File: src/design/slbm_pkg.sv
// Shared types, constants and tables of the log-band bar mapper.
package slbm_pkg;

  // Frame and band geometry
  localparam int unsigned BINS       = 32;
  localparam int unsigned BAND_COUNT = 20;
  localparam int unsigned FIRST_BIN  = 2;

  localparam int unsigned BIN_W   = $clog2(BINS);
  localparam int unsigned BAND_W  = $clog2(BAND_COUNT + 1);
  localparam int unsigned MAG_W   = 15;
  localparam int unsigned SUM_W   = 21;
  localparam int unsigned COUNT_W = 6;
  localparam int unsigned AVG_W   = 15;

  // Configuration field widths
  localparam int unsigned NF_W    = 10;
  localparam int unsigned GAIN_W  = 8;
  localparam int unsigned FS_W    = 16;
  localparam int unsigned BMAX_W  = 5;
  localparam int unsigned CFG_W   = 16;
  localparam int unsigned CFG_IDX_W = 2;

  // Result field widths and character codes
  localparam int unsigned HEIGHT_W = 5;
  localparam int unsigned CODE_W   = 6;
  localparam logic [CODE_W-1:0] BLANK_CODE = 6'd32;
  localparam logic [CODE_W-1:0] FULL_CODE  = 6'd7;

  // Depth of the job queue between front and back
  localparam int unsigned JOB_DEPTH = 4;
  localparam int unsigned JOB_PTR_W = $clog2(JOB_DEPTH);
  localparam int unsigned JOB_CNT_W = $clog2(JOB_DEPTH + 1);

  // floor((BINS-1) * (25/32)^(BAND_COUNT-1-k)); band k ends on the first bin above it
  localparam logic [BIN_W-1:0] EDGE_FLOOR [BAND_COUNT] = '{
    5'd0, 5'd0, 5'd0, 5'd0, 5'd0, 5'd0, 5'd1, 5'd1, 5'd2, 5'd2,
    5'd3, 5'd4, 5'd5, 5'd7, 5'd9, 5'd11, 5'd14, 5'd18, 5'd24, 5'd31
  };

  // Configuration register indexes
  typedef enum logic [CFG_IDX_W-1:0] {
    CFG_NOISE_FLOOR = 2'd0,
    CFG_GAIN        = 2'd1,
    CFG_FULL_SCALE  = 2'd2,
    CFG_BAR_MAX     = 2'd3
  } cfg_reg_e;

  typedef struct packed {
    logic [NF_W-1:0]   noise_floor;
    logic [GAIN_W-1:0] gain;
    logic [FS_W-1:0]   full_scale;
    logic [BMAX_W-1:0] bar_max;
  } cfg_t;

  // One closed band, handed from front to back
  typedef struct packed {
    logic [BAND_W-1:0]  band;
    logic [SUM_W-1:0]   sum;
    logic [COUNT_W-1:0] count;
    logic               last;
  } job_t;

endpackage

File: src/design/slbm_front.sv
// Front end: counts bins, accumulates bands and issues a job per closed band.
module slbm_front (
  input  logic                       clk_i,
  input  logic                       rst_ni,
  input  logic                       accept_i,
  input  logic [slbm_pkg::MAG_W-1:0] magnitude_i,
  output logic                       job_push_o,
  output slbm_pkg::job_t             job_o
);
  import slbm_pkg::*;

  logic [BIN_W-1:0]   bin_q, bin_d;
  logic [BAND_W-1:0]  band_q, band_d;
  logic [SUM_W-1:0]   sum_q, sum_d;
  logic [COUNT_W-1:0] count_q, count_d;

  logic               summing, last, band_open, close_band, tail_band;
  logic [BIN_W-1:0]   edge_bin;
  logic [SUM_W-1:0]   sum_new;
  logic [COUNT_W-1:0] count_new;

  // Classify the incoming bin
  always_comb begin
    summing   = bin_q >= BIN_W'(FIRST_BIN);
    last      = bin_q == BIN_W'(BINS - 1);
    band_open = band_q < BAND_W'(BAND_COUNT);
    edge_bin  = band_open ? EDGE_FLOOR[band_q] : '0;
    sum_new   = summing ? sum_q + SUM_W'(magnitude_i) : sum_q;
    count_new = summing ? count_q + COUNT_W'(1) : count_q;
    close_band = summing && band_open && (bin_q > edge_bin);
    tail_band  = last && !close_band && band_open && (count_new != '0);
  end

  // Advance the counters
  always_comb begin
    bin_d   = bin_q;
    band_d  = band_q;
    sum_d   = sum_q;
    count_d = count_q;
    if (accept_i) begin
      if (last) begin
        bin_d   = '0;
        band_d  = '0;
        sum_d   = '0;
        count_d = '0;
      end else begin
        bin_d = bin_q + BIN_W'(1);
        if (close_band) begin
          band_d  = band_q + BAND_W'(1);
          sum_d   = '0;
          count_d = '0;
        end else begin
          sum_d   = sum_new;
          count_d = count_new;
        end
      end
    end
  end

  always_ff @(posedge clk_i or negedge rst_ni) begin
    if (!rst_ni) begin
      bin_q   <= '0;
      band_q  <= '0;
      sum_q   <= '0;
      count_q <= '0;
    end else begin
      bin_q   <= bin_d;
      band_q  <= band_d;
      sum_q   <= sum_d;
      count_q <= count_d;
    end
  end

  // Hand the closed band to the back end
  assign job_push_o  = accept_i && (close_band || tail_band);
  assign job_o.band  = band_q;
  assign job_o.sum   = sum_new;
  assign job_o.count = count_new;
  assign job_o.last  = last;

endmodule

File: src/design/slbm_job_fifo.sv
// Short job queue that decouples the front end from the back end.
module slbm_job_fifo (
  input  logic           clk_i,
  input  logic           rst_ni,
  input  logic           push_i,
  input  slbm_pkg::job_t data_i,
  output logic           full_o,
  input  logic           pop_i,
  output logic           valid_o,
  output slbm_pkg::job_t data_o
);
  import slbm_pkg::*;

  job_t                 mem_q [JOB_DEPTH];
  logic [JOB_PTR_W-1:0] wr_q, rd_q;
  logic [JOB_CNT_W-1:0] cnt_q;
  logic                 do_push, do_pop;

  assign full_o  = cnt_q == JOB_CNT_W'(JOB_DEPTH);
  assign valid_o = cnt_q != '0;
  assign data_o  = mem_q[rd_q];
  assign do_push = push_i && !full_o;
  assign do_pop  = pop_i && valid_o;

  // Store the entry
  always_ff @(posedge clk_i) begin
    if (do_push) begin
      mem_q[wr_q] <= data_i;
    end
  end

  // Advance the pointers
  always_ff @(posedge clk_i or negedge rst_ni) begin
    if (!rst_ni) begin
      wr_q  <= '0;
      rd_q  <= '0;
      cnt_q <= '0;
    end else begin
      if (do_push) begin
        wr_q <= wr_q + JOB_PTR_W'(1);
      end
      if (do_pop) begin
        rd_q <= rd_q + JOB_PTR_W'(1);
      end
      if (do_push && !do_pop) begin
        cnt_q <= cnt_q + JOB_CNT_W'(1);
      end else if (do_pop && !do_push) begin
        cnt_q <= cnt_q - JOB_CNT_W'(1);
      end
    end
  end

endmodule

File: src/design/slbm_back.sv
// Back end: averages a band, applies floor, gain and clamp, scales to a bar.
module slbm_back (
  input  logic                          clk_i,
  input  logic                          rst_ni,
  input  slbm_pkg::cfg_t                cfg_i,
  input  logic                          job_valid_i,
  input  slbm_pkg::job_t                job_i,
  output logic                          job_pop_o,
  output logic                          empty,
  input  logic                          pop,
  output logic [slbm_pkg::BAND_W-1:0]   band_index_o,
  output logic [slbm_pkg::HEIGHT_W-1:0] band_height_o,
  output logic [slbm_pkg::CODE_W-1:0]   top_row_code_o,
  output logic [slbm_pkg::CODE_W-1:0]   middle_row_code_o,
  output logic [slbm_pkg::CODE_W-1:0]   bottom_row_code_o,
  output logic                          frame_end_o
);
  import slbm_pkg::*;

  typedef enum logic [5:0] {
    ST_IDLE  = 6'b000001,
    ST_DIV   = 6'b000010,
    ST_CLAMP = 6'b000100,
    ST_SCALE = 6'b001000,
    ST_QUOT  = 6'b010000,
    ST_LOAD  = 6'b100000
  } state_e;

  localparam int unsigned PROD_W  = AVG_W + GAIN_W;
  localparam int unsigned SCALE_W = FS_W + BMAX_W;
  localparam int unsigned ITER_W  = $clog2(SUM_W);

  state_e               state_q, state_d;
  logic [ITER_W-1:0]    iter_q, iter_d;
  logic [SUM_W-1:0]     quo_q, quo_d;
  logic [COUNT_W-1:0]   rem_q, rem_d;
  logic [COUNT_W-1:0]   div_q, div_d;
  logic [BAND_W-1:0]    band_q, band_d;
  logic                 last_q, last_d;
  logic [FS_W-1:0]      aux_q, aux_d;
  logic [FS_W-1:0]      srem_q, srem_d;
  logic [BMAX_W-1:0]    sq_q, sq_d;
  logic                 out_valid_q, out_valid_d;
  logic [BAND_W-1:0]    out_band_q, out_band_d;
  logic [HEIGHT_W-1:0]  out_height_q, out_height_d;
  logic                 out_last_q, out_last_d;

  logic [COUNT_W:0]     rem_sh;
  logic [COUNT_W:0]     rem_sub;
  logic [AVG_W-1:0]     avg;
  logic [AVG_W-1:0]     diff;
  logic [PROD_W-1:0]    prod;
  logic [SCALE_W-1:0]   scaled;
  logic [FS_W:0]        srem_sh;
  logic [FS_W:0]        srem_sub;
  logic [HEIGHT_W-1:0]  height;

  // Character for one LCD row of a bar
  function automatic logic [CODE_W-1:0] row_code(input logic [HEIGHT_W-1:0] h,
                                                 input logic [1:0] row);
    logic [1:0] a;
    logic [2:0] rest;
    a    = h[HEIGHT_W-1:3];
    rest = h[2:0];
    if (a == row) begin
      row_code = (rest != 3'd0) ? CODE_W'(rest - 3'd1) : BLANK_CODE;
    end else if (a > row) begin
      row_code = FULL_CODE;
    end else begin
      row_code = BLANK_CODE;
    end
  endfunction

  // Datapath pieces shared by the states
  always_comb begin
    rem_sh   = {rem_q, quo_q[SUM_W-1]};
    rem_sub  = rem_sh - {1'b0, div_q};
    avg      = quo_q[AVG_W-1:0];
    diff     = avg - AVG_W'(cfg_i.noise_floor);
    prod     = PROD_W'(diff) * PROD_W'(cfg_i.gain);
    scaled   = SCALE_W'(aux_q) * SCALE_W'(cfg_i.bar_max);
    srem_sh  = {srem_q, sq_q[BMAX_W-1]};
    srem_sub = srem_sh - {1'b0, cfg_i.full_scale};
    height   = (cfg_i.full_scale == '0) ? '0 : HEIGHT_W'(sq_q);
  end

  // Sequence one job through divide, clamp, scale and quotient
  always_comb begin
    state_d      = state_q;
    iter_d       = iter_q;
    quo_d        = quo_q;
    rem_d        = rem_q;
    div_d        = div_q;
    band_d       = band_q;
    last_d       = last_q;
    aux_d        = aux_q;
    srem_d       = srem_q;
    sq_d         = sq_q;
    out_valid_d  = out_valid_q && !pop;
    out_band_d   = out_band_q;
    out_height_d = out_height_q;
    out_last_d   = out_last_q;
    job_pop_o    = 1'b0;
    unique case (state_q)
      ST_IDLE: begin
        if (job_valid_i) begin
          job_pop_o = 1'b1;
          quo_d     = job_i.sum;
          rem_d     = '0;
          div_d     = job_i.count;
          band_d    = job_i.band;
          last_d    = job_i.last;
          iter_d    = ITER_W'(SUM_W - 1);
          state_d   = ST_DIV;
        end
      end
      ST_DIV: begin
        if (rem_sh >= {1'b0, div_q}) begin
          rem_d = rem_sub[COUNT_W-1:0];
          quo_d = {quo_q[SUM_W-2:0], 1'b1};
        end else begin
          rem_d = rem_sh[COUNT_W-1:0];
          quo_d = {quo_q[SUM_W-2:0], 1'b0};
        end
        iter_d = iter_q - ITER_W'(1);
        if (iter_q == '0) begin
          state_d = ST_CLAMP;
        end
      end
      ST_CLAMP: begin
        if (avg > AVG_W'(cfg_i.noise_floor)) begin
          aux_d = (prod > PROD_W'(cfg_i.full_scale)) ? cfg_i.full_scale
                                                    : prod[FS_W-1:0];
        end else begin
          aux_d = '0;
        end
        state_d = ST_SCALE;
      end
      ST_SCALE: begin
        srem_d  = scaled[SCALE_W-1:BMAX_W];
        sq_d    = scaled[BMAX_W-1:0];
        iter_d  = ITER_W'(BMAX_W - 1);
        state_d = ST_QUOT;
      end
      ST_QUOT: begin
        if (srem_sh >= {1'b0, cfg_i.full_scale}) begin
          srem_d = srem_sub[FS_W-1:0];
          sq_d   = {sq_q[BMAX_W-2:0], 1'b1};
        end else begin
          srem_d = srem_sh[FS_W-1:0];
          sq_d   = {sq_q[BMAX_W-2:0], 1'b0};
        end
        iter_d = iter_q - ITER_W'(1);
        if (iter_q == '0) begin
          state_d = ST_LOAD;
        end
      end
      ST_LOAD: begin
        if (!out_valid_q || pop) begin
          out_valid_d  = 1'b1;
          out_band_d   = band_q;
          out_height_d = height;
          out_last_d   = last_q;
          state_d      = ST_IDLE;
        end
      end
      default: begin
        state_d = ST_IDLE;
      end
    endcase
  end

  always_ff @(posedge clk_i or negedge rst_ni) begin
    if (!rst_ni) begin
      state_q     <= ST_IDLE;
      out_valid_q <= 1'b0;
    end else begin
      state_q     <= state_d;
      out_valid_q <= out_valid_d;
    end
  end

  // Hold the working and result registers
  always_ff @(posedge clk_i) begin
    iter_q       <= iter_d;
    quo_q        <= quo_d;
    rem_q        <= rem_d;
    div_q        <= div_d;
    band_q       <= band_d;
    last_q       <= last_d;
    aux_q        <= aux_d;
    srem_q       <= srem_d;
    sq_q         <= sq_d;
    out_band_q   <= out_band_d;
    out_height_q <= out_height_d;
    out_last_q   <= out_last_d;
  end

  // Drive the result beat
  assign empty             = !out_valid_q;
  assign band_index_o      = out_band_q;
  assign band_height_o     = out_height_q;
  assign top_row_code_o    = row_code(out_height_q, 2'd2);
  assign middle_row_code_o = row_code(out_height_q, 2'd1);
  assign bottom_row_code_o = row_code(out_height_q, 2'd0);
  assign frame_end_o       = out_last_q;

endmodule

File: src/design/spectrum_log_band_bar_mapper.sv
// Top level of the log-band bar mapper: configuration registers and the two halves.
// Bins are pushed in frame order from bin 0; bins 0 and 1 are skipped and every later
// bin is summed into the open band, which closes once the bin index passes the band's
// edge (the final partial band closes on the last bin, with frame_end set). A bin is
// taken whenever the four-entry job queue has room; each closed band then passes
// through the back end in order: load, the bit-serial average division, floor, gain
// and clamp, the bar_max product, the bit-serial height quotient and the move into
// the result register. The result register lets the back end finish the next band
// while a result waits to be popped. Write the configuration registers only while
// the block is idle.
module spectrum_log_band_bar_mapper (
  input  logic                              clk_i,
  input  logic                              rst_ni,
  input  logic                              cfg_we_i,
  input  logic [slbm_pkg::CFG_IDX_W-1:0]    cfg_idx_i,
  input  logic [slbm_pkg::CFG_W-1:0]        cfg_wdata_i,
  input  logic                              push,
  output logic                              full,
  input  logic [slbm_pkg::MAG_W-1:0]        magnitude_i,
  output logic                              empty,
  input  logic                              pop,
  output logic [slbm_pkg::BAND_W-1:0]       band_index_o,
  output logic [slbm_pkg::HEIGHT_W-1:0]     band_height_o,
  output logic [slbm_pkg::CODE_W-1:0]       top_row_code_o,
  output logic [slbm_pkg::CODE_W-1:0]       middle_row_code_o,
  output logic [slbm_pkg::CODE_W-1:0]       bottom_row_code_o,
  output logic                              frame_end_o
);
  import slbm_pkg::*;

  cfg_t cfg_q, cfg_d;
  logic accept;
  logic job_push, job_full, job_valid, job_pop;
  job_t job_in, job_out;

  // Decode configuration writes
  always_comb begin
    cfg_d = cfg_q;
    if (cfg_we_i) begin
      unique case (cfg_reg_e'(cfg_idx_i))
        CFG_NOISE_FLOOR: cfg_d.noise_floor = cfg_wdata_i[NF_W-1:0];
        CFG_GAIN:        cfg_d.gain        = cfg_wdata_i[GAIN_W-1:0];
        CFG_FULL_SCALE:  cfg_d.full_scale  = cfg_wdata_i[FS_W-1:0];
        CFG_BAR_MAX:     cfg_d.bar_max     = cfg_wdata_i[BMAX_W-1:0];
        default: begin
          cfg_d = cfg_q;
        end
      endcase
    end
  end

  always_ff @(posedge clk_i or negedge rst_ni) begin
    if (!rst_ni) begin
      cfg_q.noise_floor <= NF_W'(3);
      cfg_q.gain        <= GAIN_W'(100);
      cfg_q.full_scale  <= FS_W'(1024);
      cfg_q.bar_max     <= BMAX_W'(24);
    end else begin
      cfg_q <= cfg_d;
    end
  end

  // Take a bin whenever the job queue has room
  assign full   = job_full;
  assign accept = push && !job_full;

  slbm_front u_front (
    .clk_i       (clk_i),
    .rst_ni      (rst_ni),
    .accept_i    (accept),
    .magnitude_i (magnitude_i),
    .job_push_o  (job_push),
    .job_o       (job_in)
  );

  slbm_job_fifo u_fifo (
    .clk_i   (clk_i),
    .rst_ni  (rst_ni),
    .push_i  (job_push),
    .data_i  (job_in),
    .full_o  (job_full),
    .pop_i   (job_pop),
    .valid_o (job_valid),
    .data_o  (job_out)
  );

  slbm_back u_back (
    .clk_i             (clk_i),
    .rst_ni            (rst_ni),
    .cfg_i             (cfg_q),
    .job_valid_i       (job_valid),
    .job_i             (job_out),
    .job_pop_o         (job_pop),
    .empty             (empty),
    .pop               (pop),
    .band_index_o      (band_index_o),
    .band_height_o     (band_height_o),
    .top_row_code_o    (top_row_code_o),
    .middle_row_code_o (middle_row_code_o),
    .bottom_row_code_o (bottom_row_code_o),
    .frame_end_o       (frame_end_o)
  );

endmodule

File: config.mk
export PLATFORM = sky130hd
export DESIGN_NAME = spectrum_log_band_bar_mapper
export DESIGN_NICKNAME = d
export VERILOG_FILES = /design/src/design/slbm_pkg.sv /design/src/design/slbm_front.sv /design/src/design/slbm_job_fifo.sv /design/src/design/slbm_back.sv /design/src/design/spectrum_log_band_bar_mapper.sv
export SDC_FILE = /design/constraint.sdc
export NUM_CORES = 1
export LEC_CHECK = 0
export BUFFER_PORTS_ARGS = -buffer_cell sky130_fd_sc_hd__buf_2
export CAP_MARGIN = 20
export CORE_MARGIN = 3
export CORE_UTILIZATION = 40
export DETAILED_ROUTE_END_ITERATION = 16
export GPL_ROUTABILITY_DRIVEN = 0
export HOLD_SLACK_MARGIN = 0.06
export PLACE_DENSITY = 0.62
export SYNTH_ARGS = -nofsm -noshare
export SYNTH_HDL_FRONTEND = slang
export SYNTH_SLANG_ARGS = --single-unit
File: constraint.sdc
create_clock -name clk_i -period 15.8 [get_ports clk_i]
set_clock_uncertainty 0.15 [all_clocks]
set_input_delay 2.37 -clock clk_i [delete_from_list [all_inputs] [get_ports clk_i]]
set_output_delay 2.37 -clock clk_i [all_outputs]
set_load 0.01 [all_outputs]
### Word level (Yosys, flattened, before mapping)

Memory sizes are Yosys's and may differ from the RTL's.
Cells that the tools add are included.
W data, S select, Z words.

| operators by class | value |
|---|---|
| muxes and demuxes | 45 |
| add/subtract/negate cells | 13 |
| bitwise gates (word level) | 1 |
| $lt $le $gt $ge | 11 |
| eq/ne operators | 17 |
| multiply operators | 2 |
| reductions and logical operators | 43 |

Operator list:

| kind | number |
|---|---|
| $mux W6 | 16 |
| $mux W21 | 4 |
| $pmux W21 S2 | 1 |
| $pmux W6 S6 | 1 |
| $mux W5 | 7 |
| $mux W16 | 2 |
| $pmux W16 S2 | 1 |
| $gt A23 B16 Y1 | 1 |
| $mul A15 B8 Y23 | 1 |
| $add A21 B15 Y21 | 1 |
| $mul A16 B5 Y21 | 1 |
| $reduce_and A2 Y1 | 9 |
| $ge A17 B16 Y1 | 1 |
| $logic_not A16 Y1 | 1 |
| $sub A16 B16 Y16 | 1 |
| $gt A15 B10 Y1 | 1 |
| $pmux W5 S3 | 1 |
| $sub A15 B10 Y15 | 1 |
| $logic_and A1 B1 Y1 | 12 |
| $pmux W6 S2 | 1 |
| $add A5 B1 Y5 const B | 2 |
| $pmux W5 S2 | 1 |
| $reduce_bool A3 Y1 | 3 |
| $mux W1 | 8 |
| 36 further kinds | 54 |

| word-level totals | value |
|---|---|
| logic and storage cells | 159 |
| output and inout port bits | 31 |
| bits in read-only memories | 160 |
| bits in writable memories | 132 |
| memories kept | 2 |
| flip-flop bits (word level) | 182 |
| input bits | 38 |

Memories:

| memory | words | width | read ports | clocked after Yosys merged registers in | write ports | RTL line | source |
|---|---|---|---|---|---|---|---|
| (no name shown) | 32 | 5 | 1 | 0 | 0 | slbm_front.sv:27 | `edge_bin = band_open ? EDGE_FLOOR[band_q] : '0;` |
| u_fifo.mem_q | 4 | 33 | 1 | 0 | 1 | slbm_job_fifo.sv:14 | `job_t mem_q [JOB_DEPTH];` |

### Longest topological paths before layout

Gate-level depths: netlist of run 1.

| logic depth | value |
|---|---|
| depth in word-level cells | 18 |
| mapped depth | 36 |

### By module

From an unflattened synthesis of run 1, not the netlist that was laid out.

| second synthesis, totals | value |
|---|---|
| cells, all modules | 2016 |
| area, all modules | 22519.1 um^2 |

By module, submodules not included:

| module | area an instance (um^2) | seq. area each (um^2) | cells an instance | times used |
|---|---|---|---|---|
| slbm_back | 12698.4 | 2939.1 | 1355 | 1 |
| slbm_job_fifo | 5238.8 | 4139.0 | 208 | 1 |
| slbm_front | 3041.7 | 925.9 | 368 | 1 |
| spectrum_log_band_bar_mapper | 1540.2 | 985.9 | 85 | 1 |

### Worst setup path before layout of run 1

OpenSTA, ideal clock, no wires.

| timing | value |
|---|---|
| path type | register to register |
| from | register cfg_q[30] in the netlist's numbering |
| to | register u_back.aux_q[12] (data pin) |
| setup slack | 8.205 ns |
| library setup time | 0.259 ns |
| path buffers | 1 |
| data arrival time | 7.186 ns |
| cell stages (with the launch flop) | 33 |
| cell sequence | dfstp_2 > inv_1 > ha_1 > nor2b_1 > o21ai_0 > a21boi_0 > o21ai_1 > a21oi_1 > o21ai_0 > o311ai_0 > nand2_1 > fa_1 > inv_1 > fa_1 > fa_1 > inv_1 > fa_1 > inv_1 > ha_1 > a21oi_1 > nand2_2 > a31o_1 > xor2_1 > ha_1 > and4_1 > nand2_1 > o32ai_1 > a41oi_1 > nor3_1 > nand4_1 > clkbuf_1 > o21ai_0 > a21oi_1 |

| between the ends | value |
|---|---|
| word-level cells in the longest chain between the ends | 4 |
| elaborated cells on any way between the ends | 5 |

Ends and longest elaborated chain:

| item | RTL line | source |
|---|---|---|
| from (decl) | spectrum_log_band_bar_mapper.sv:31 | `cfg_t cfg_q, cfg_d;` |
| from (signal assigned) | spectrum_log_band_bar_mapper.sv:59 | `cfg_q <= cfg_d;` |
| $sub A15 B10 Y15 | slbm_back.sv:79 | `diff = avg - AVG_W'(cfg_i.noise_floor);` |
| $mul A15 B8 Y23 | slbm_back.sv:80 | `prod = PROD_W'(diff) * PROD_W'(cfg_i.gain);` |
| $gt A23 B16 Y1 | slbm_back.sv:132 | `aux_d = (prod > PROD_W'(cfg_i.full_scale)) ? cfg_i.full_scale` |
| $mux W16 | slbm_back.sv:132 |  |
| to (signal assigned) | slbm_back.sv:191 | `aux_q <= aux_d;` |
| to (decl) | slbm_back.sv:40 | `logic [FS_W-1:0] aux_q, aux_d;` |

Several ways; a longest one is shown, not always the timed one.
A chain may end at the register's enable or synchronous reset.

### Worst setup path after layout of run 1

| timing | value |
|---|---|
| from | register cfg_q[29] in the netlist's numbering |
| to | register u_back.aux_q[0] (data pin) |

The elaborated chain is that of the path after synthesis.

==> metrics.md, run 1 <==
| Metric | Value |
|---|---|
| Drt drc | `0` |
| Syn_area_per_cell | `approximately 11 um2` |
| Max Clk Rate | `roughly 0.11 GHz` |
| Buffers on Ports | `a little under 70` |
| EDFF count, synth | `~220` |
| Dpl cells | `roughly 2700` |
| Arrival time worst endpoint | `between 9000 and 10000 ps` |
| Bufs on Longest Clock Path | `3` |
| Chip height | `about 240 um` |
| R2R setup slack | `6970 ps` |
| Final #Nets | `around 2300` |
| Worst Max-Slew Pin Slew | `just over 1000 ps` |
| Synthesis Warnings | `0` |
| PnR worst setup slack | `6970 ps` |
| Crit. End Element | `flop` |
| Minimum clock period | `around 9000 ps` |
| Detailed Routing Iterations Pass 1 | `5` |
| Startpoint types | `flop` |
| Total Wirelength | `~48 mm` |
| Worst slew margin | `32.4%` |
| Routed len/inst | `around 17 um` |
| DR iter-0 viols | `a little under 800` |
| Setup TNS | `0 ps` |
| Post-Synthesis Cell Area | `between 0.02 and 0.025 mm2` |
| Crit Path Max Fanout | `17` |
| Post-CTS setup buffer count | `0` |
| Final worst path period share | `a little under three fifths` |
| Pin count of the biggest net entering global routing | `62` |
| Commonest non-fill, non-tap cells in the layout | `edfxtp_1, inv_1, nand2_1` |
| FP Rows | `85` |
| Hold_ws | `about 270 ps` |
| HP Class | `flop to flop` |
| CTS Hold Bufs | `0` |
| Total vias in the final route | `~15000` |
| Setup-failing EPs final | `0` |
| Worst Reg-to-Reg Cells | `30` |
| Via density | `between 5 and 6` |
| Die Width | `~240 um` |
| Yosys cell types | `75` |
| Pre-CTS setup slack | `approximately 7200 ps` |
| Die ar. | `between 0.05 and 0.06 mm2` |
| Final ANT Viol Nets | `0` |
| Vias in the first global route | `between 10000 and 15000` |
| Worst path most repeated cell | `fa_1` |
| WP depth | `30` |
| Grt ovf | `0` |
| Worst path buffer plus inverter count | `2` |
| Fillers | `slightly below 5000` |
| Status | `complete, no violations` |
| Hold path depth | `0` |
| Sink Count | `314` |
| Antenna violations before repair | `6` |
| Post-route insts no fill | `2746` |
| Crit path max-delay family | `adder cells` |
| Critical-path top delay cell | `nand4_1` |
| Worst-path clk slew | `60 ps` |
| First-pass GRT wire length | `approximately 79 mm` |
| Area grow syn2layout | `10.7%` |
| Total Routing Usage GR | `16.9%` |
| CTS resizes | `0` |
| FF/Latch Area | `0.00899 mm2` |
| H-tree levels | `2` |
| Ys flop type | `edfxtp_1` |
| CTS tree | `yes` |
| Commonest non-fill, non-tap cell in the layout | `edfxtp_1` |
| Post-synthesis net count | `2282` |
| Area occupied by multi-input gates | `around 0.012 mm2` |
| Initial Util | `between 40% and 50%` |
| CTS root buf | `clkbuf_16` |
| Register bit total from synthesis | `approximately 310` |
| Clock buffer count from CTS | `36` |
| Max-cap violations | `0` |
| Final Hold Vio Count | `0` |
| Layout cell share with drive strength beyond 1 | `between 10% and 20%` |
| CP peak stage delay | `approximately 550 ps` |
| Core ar. | `about 0.054 mm2` |
| Worst skew pair latency | `between 500 and 600 ps` |
| Synthesized instance count | `1961` |
| CP Data Required Time | `approximately 16000 ps` |
| Ys async rst share | `roughly 29%` |
| Seq/Total Area, Yosys | `around 41%` |
| Detailed placement HPWL | `36.3 mm` |
| CP Class | `flop to flop` |
| Max-slew violations | `0` |
| RSZ-0062 raised after global routing | `false` |
| # IOs | `between 60 and 70` |
worst register-to-register path, delay by kind of cell (launching register included):
kind / cells / cell delay, ps
flip-flops: 1 / 530
AND/OR/NAND/NOR: 9 / 2450
AO/OA/AOI/OAI: 10 / 2080
XOR/XNOR: 1 / 170
buffers and inverters: 2 / 110
adder cells (fa/ha/maj): 8 / 3150
state kept, by name, indices dropped and copies added (netlist names), 2 cells and up:
register / count
u_fifo.mem_q: 132
cfg_q: 39
u_back.quo_q: 21
u_front.sum_q: 21
u_back.aux_q: 16
u_back.srem_q: 16
u_back.div_q: 6
u_back.rem_q: 6
u_back.state_q: 6
u_front.count_q: 6
u_back.band_height_o: 5
u_back.band_index_o: 5
u_back.band_q: 5
u_back.iter_q: 5
u_back.sq_q: 5
u_front.band_q: 5
u_front.bin_q: 5
u_fifo.cnt_q: 3
u_fifo.rd_q: 2
u_fifo.wr_q: 2
stage by stage:
step | cell area [um2] | util [%]
global route | 24200 | 44.8
global placement | 22900 | 42.5
finish | 24200 | 44.8
CTS | 24100 | 44.8
floorplan | 21800 | -
detailed placement | 23000 | 42.6
synth_stat cells (8+ instances only):
master    instances  area [um2]
inv_1           192         721
o21a_1           12        90.1
mux2_2           55         619
mux4_2           33         743
nor2_1           71         267
nor3b_1           8        60.1
mux2i_1           8        80.1
o21ai_0         103         515
xnor2_1          51         447
and3_1           25         156
clkbuf_1         52         195
dfrtp_1          81        2030
o31ai_1          10        75.1
nand2_1         167         627
o21bai_1         12        90.1
nand2b_1         16         100
and2_1           87         544
a22o_1           14         123
edfxtp_1        224        6730
or3_1            10        62.6
nand3b_1          8        60.1
fa_1            125        2500
nand4_1          12        75.1
ha_1            158        1980
a21oi_1         116         581
xor2_1           35         307
a31oi_1          10        62.6
a21o_1           33         248
dfstp_2           9         236
nor4_1            9        56.3
nor3_1           21         105
nor2b_1          60         375
a211oi_1         12        90.1
nand3_1          30         150
layer usage:
metal	wire (um)	track usage [%]	vias to the layer above
li1	-	-	7054
met5	64	0	-
met4	1070	4.54	10
met3	2020	3.17	74
met2	22900	28.4	246
met1	21900	22.6	7336
final cells by class:
cell class | count | area share (%)
clock inverter | 22 | 1.01
tap | 696 | 3.60
sequential | 314 | 37.2
inverter | 192 | 2.98
multi-input combinational | 1390 | 49.2
antenna | 1 | 0.0104
clock buffer | 44 | 3.89
timing repair buffer | 87 | 2.11
final timing paths:
check	startpoint	to
worst min register to register	u_back.band_q[4]	u_back.band_index_o[4]
min in group asynchronous	rst_ni	u_front.sum_q[12]
worst max register to register	cfg_q[29]	u_back.aux_q[0]
max in group asynchronous	rst_ni	cfg_q[19]
worst min-delay path	u_back.band_q[4]	u_back.band_index_o[4]
worst max-delay path	cfg_q[29]	u_back.aux_q[0]
kinds of logic after synthesis:
kind of cell | count (synthesis) | synth area share [%]
AND/OR/NAND/NOR | 542 | 12.8
AO/OA/AOI/OAI | 381 | 10.9
flip-flops | 314 | 41.2
adder cells (fa/ha/maj) | 283 | 20.5
buffers and inverters | 257 | 4.50
multiplexers | 98 | 6.74
XOR/XNOR | 86 | 3.45
Power of run 1 is not shown: default switching activity piles up to over one toggle a cycle in this logic, so the estimate is an artifact.
==> inputs of run 2 (changes only) <==
Settings changed: PLACE_DENSITY 0.62 to 0.64.
Clock period 15.8 ns to 8.1 ns, I/O delays scaled along.
==> run 2 against run 1 <==
Sequential share of layout area down 0.63 points. Register-to-register slack worse by 6700 ps. Hold slack better by 4.1 ps. Maximum frequency up 13%. Via count up 1.9%. Cell count up 0.73%. Routed wire length up 2.5%. Flip-flop and latch count unchanged. Non-clock buffer count up 20. Die area unchanged. Design area up 1.7%.
==> metrics.md, run 2 (same netlist as run 1, synthesis figures left out) <==
| Metric | Value |
|---|---|
| Routed len/inst | `around 18 um` |
| Pin count of the biggest net entering global routing | `65` |
| Commonest non-fill, non-tap cells in the layout | `edfxtp_1, inv_1, nand2_1` |
| First-pass GRT wire length | `approximately 80 mm` |
| Pre-CTS setup slack | `-69.1 ps` |
| Worst-path clk slew | `60 ps` |
| Final ANT Viol Nets | `0` |
| CTS tree | `yes` |
| Startpoint types | `flop` |
| Post-route insts no fill | `between 2000 and 3000` |
| Crit Path Max Fanout | `7` |
| DR iter-0 viols | `~830` |
| Arrival time worst endpoint | `about 8100 ps` |
| Die ar. | `approximately 0.057 mm2` |
| Minimum clock period | `~8000 ps` |
| Max-cap violations | `0` |
| Clock buffer count from CTS | `36` |
| FF/Latch Area | `about 0.0090 mm2` |
| Chip height | `240 um` |
| Die Width | `between 200 and 250 um` |
| Fillers | `4874` |
| Area grow syn2layout | `12.6%` |
| Max Clk Rate | `about 0.13 GHz` |
| Area occupied by multi-input gates | `between 0.01 and 0.015 mm2` |
| H-tree levels | `2` |
| HP Class | `flop to flop` |
| Critical-path top delay cell | `fa_1` |
| # IOs | `69` |
| Detailed placement HPWL | `roughly 36 mm` |
| Core ar. | `approximately 0.054 mm2` |
| Via density | `between 5 and 6` |
| Final worst path period share | `between 90% and 100%` |
| Detailed Routing Iterations Pass 1 | `5` |
| Status | `complete, no violations` |
| Biggest regs | `u_fifo.mem_q: 132 flops, cfg_q: 39 flops` |
| Vias in the first global route | `~15000` |
| Grt ovf | `0` |
| Largest reg by FF count | `u_fifo.mem_q` |
| CTS Hold Bufs | `0` |
| Buffers on Ports | `68` |
| Drt drc | `0` |
| CP Class | `flop to flop` |
| Total Wirelength | `between 40 and 50 mm` |
| CP Data Required Time | `roughly 8400 ps` |
| Setup-failing EPs final | `0` |
| Worst slew margin | `31.2%` |
| Sink Count | `314` |
| Worst skew pair latency | `approximately 550 ps` |
| Worst Max-Slew Pin Slew | `around 1000 ps` |
| Bufs on Longest Clock Path | `3` |
| Final #Nets | `approximately 2400` |
| Commonest non-fill, non-tap cell in the layout | `edfxtp_1` |
| Max-slew violations | `0` |
| CTS root buf | `clkbuf_16` |
| CP peak stage delay | `approximately 560 ps` |
| Dpl cells | `between 2000 and 3000` |
| PnR worst setup slack | `between 300 and 400 ps` |
| Final Hold Vio Count | `0` |
| FP Rows | `between 80 and 90` |
| Antenna violations before repair | `5` |
| Total vias in the final route | `~15000` |
| Total Routing Usage GR | `between 10% and 20%` |
| Layout Utilization | `45.6%` |
| Worst path most repeated cell | `fa_1` |
| Max FFs per register | `132` |
| Layout cell share with drive strength beyond 1 | `between 15 and 20%` |
| Crit. End Element | `flop` |
| Initial Util | `40.5%` |
## run 2: through the flow
stage | hold WS (ps) | area [um2] | setup TNS (ps)
final | 272 | 24600 | 0
after global routing | 290 | 24600 | -5.11
after CTS | 278 | 24300 | 0
after detailed placement | 264 | 23000 | -559
after global placement | 261 | 23000 | 0
after floorplan | 250 | 21800 | 0
## run 2: final cells by class
class | instances | area share [%]
diodes | 1 | 0.0102
flip-flops and latches | 314 | 36.6
well taps | 696 | 3.54
multi-input cells | 1390 | 49.2
repair buffers | 107 | 2.69
clock buffers | 42 | 3.80
clock inverters | 24 | 1.25
inverters | 192 | 2.93
## run 2: worst paths after layout
check / start / end / slack, ps / cells past startpoint
worst max-delay path: cfg_q[29] / u_back.aux_q[0] / 310 / 29
worst min-delay path: u_back.band_q[4] / u_back.band_index_o[4] / 270 / 0
max in group asynchronous: rst_ni / u_fifo.rd_q[0] / 6100 / 2
worst max register to register: cfg_q[29] / u_back.aux_q[0] / 310 / 29
min in group asynchronous: rst_ni / u_front.sum_q[0] / 430 / 1
worst min register to register: u_back.band_q[4] / u_back.band_index_o[4] / 270 / 0
## run 2: per-layer routing
metal  GRT usage, %  vias to the layer above  part of all wire [%]
li1               -                     7076                     -
met1           22.7                     7456                    44
met2           29.0                      355                    48
met3           2.88                      100                   5.0
met4           5.00                        8                   2.8
met5              0                        -                 0.086
## run 2: worst max-delay path, delay by kind of cell, from the launching register on
family / cells / cell delay (ps)
fa+ha+maj: 8 / 3110
simple gates: 8 / 1720
compound gates: 11 / 1770
flops: 1 / 540
xor+xnor: 1 / 160
buf+inv: 1 / 210
## run 2: what timing repair did
action,in CTS,in global routing
pin swaps,0,19
buffers inserted,0,11
gates resized for setup,2,53
endpoints found under the setup margin,16,16
cloned,0,2
Power of run 2 is left out for the same reason.
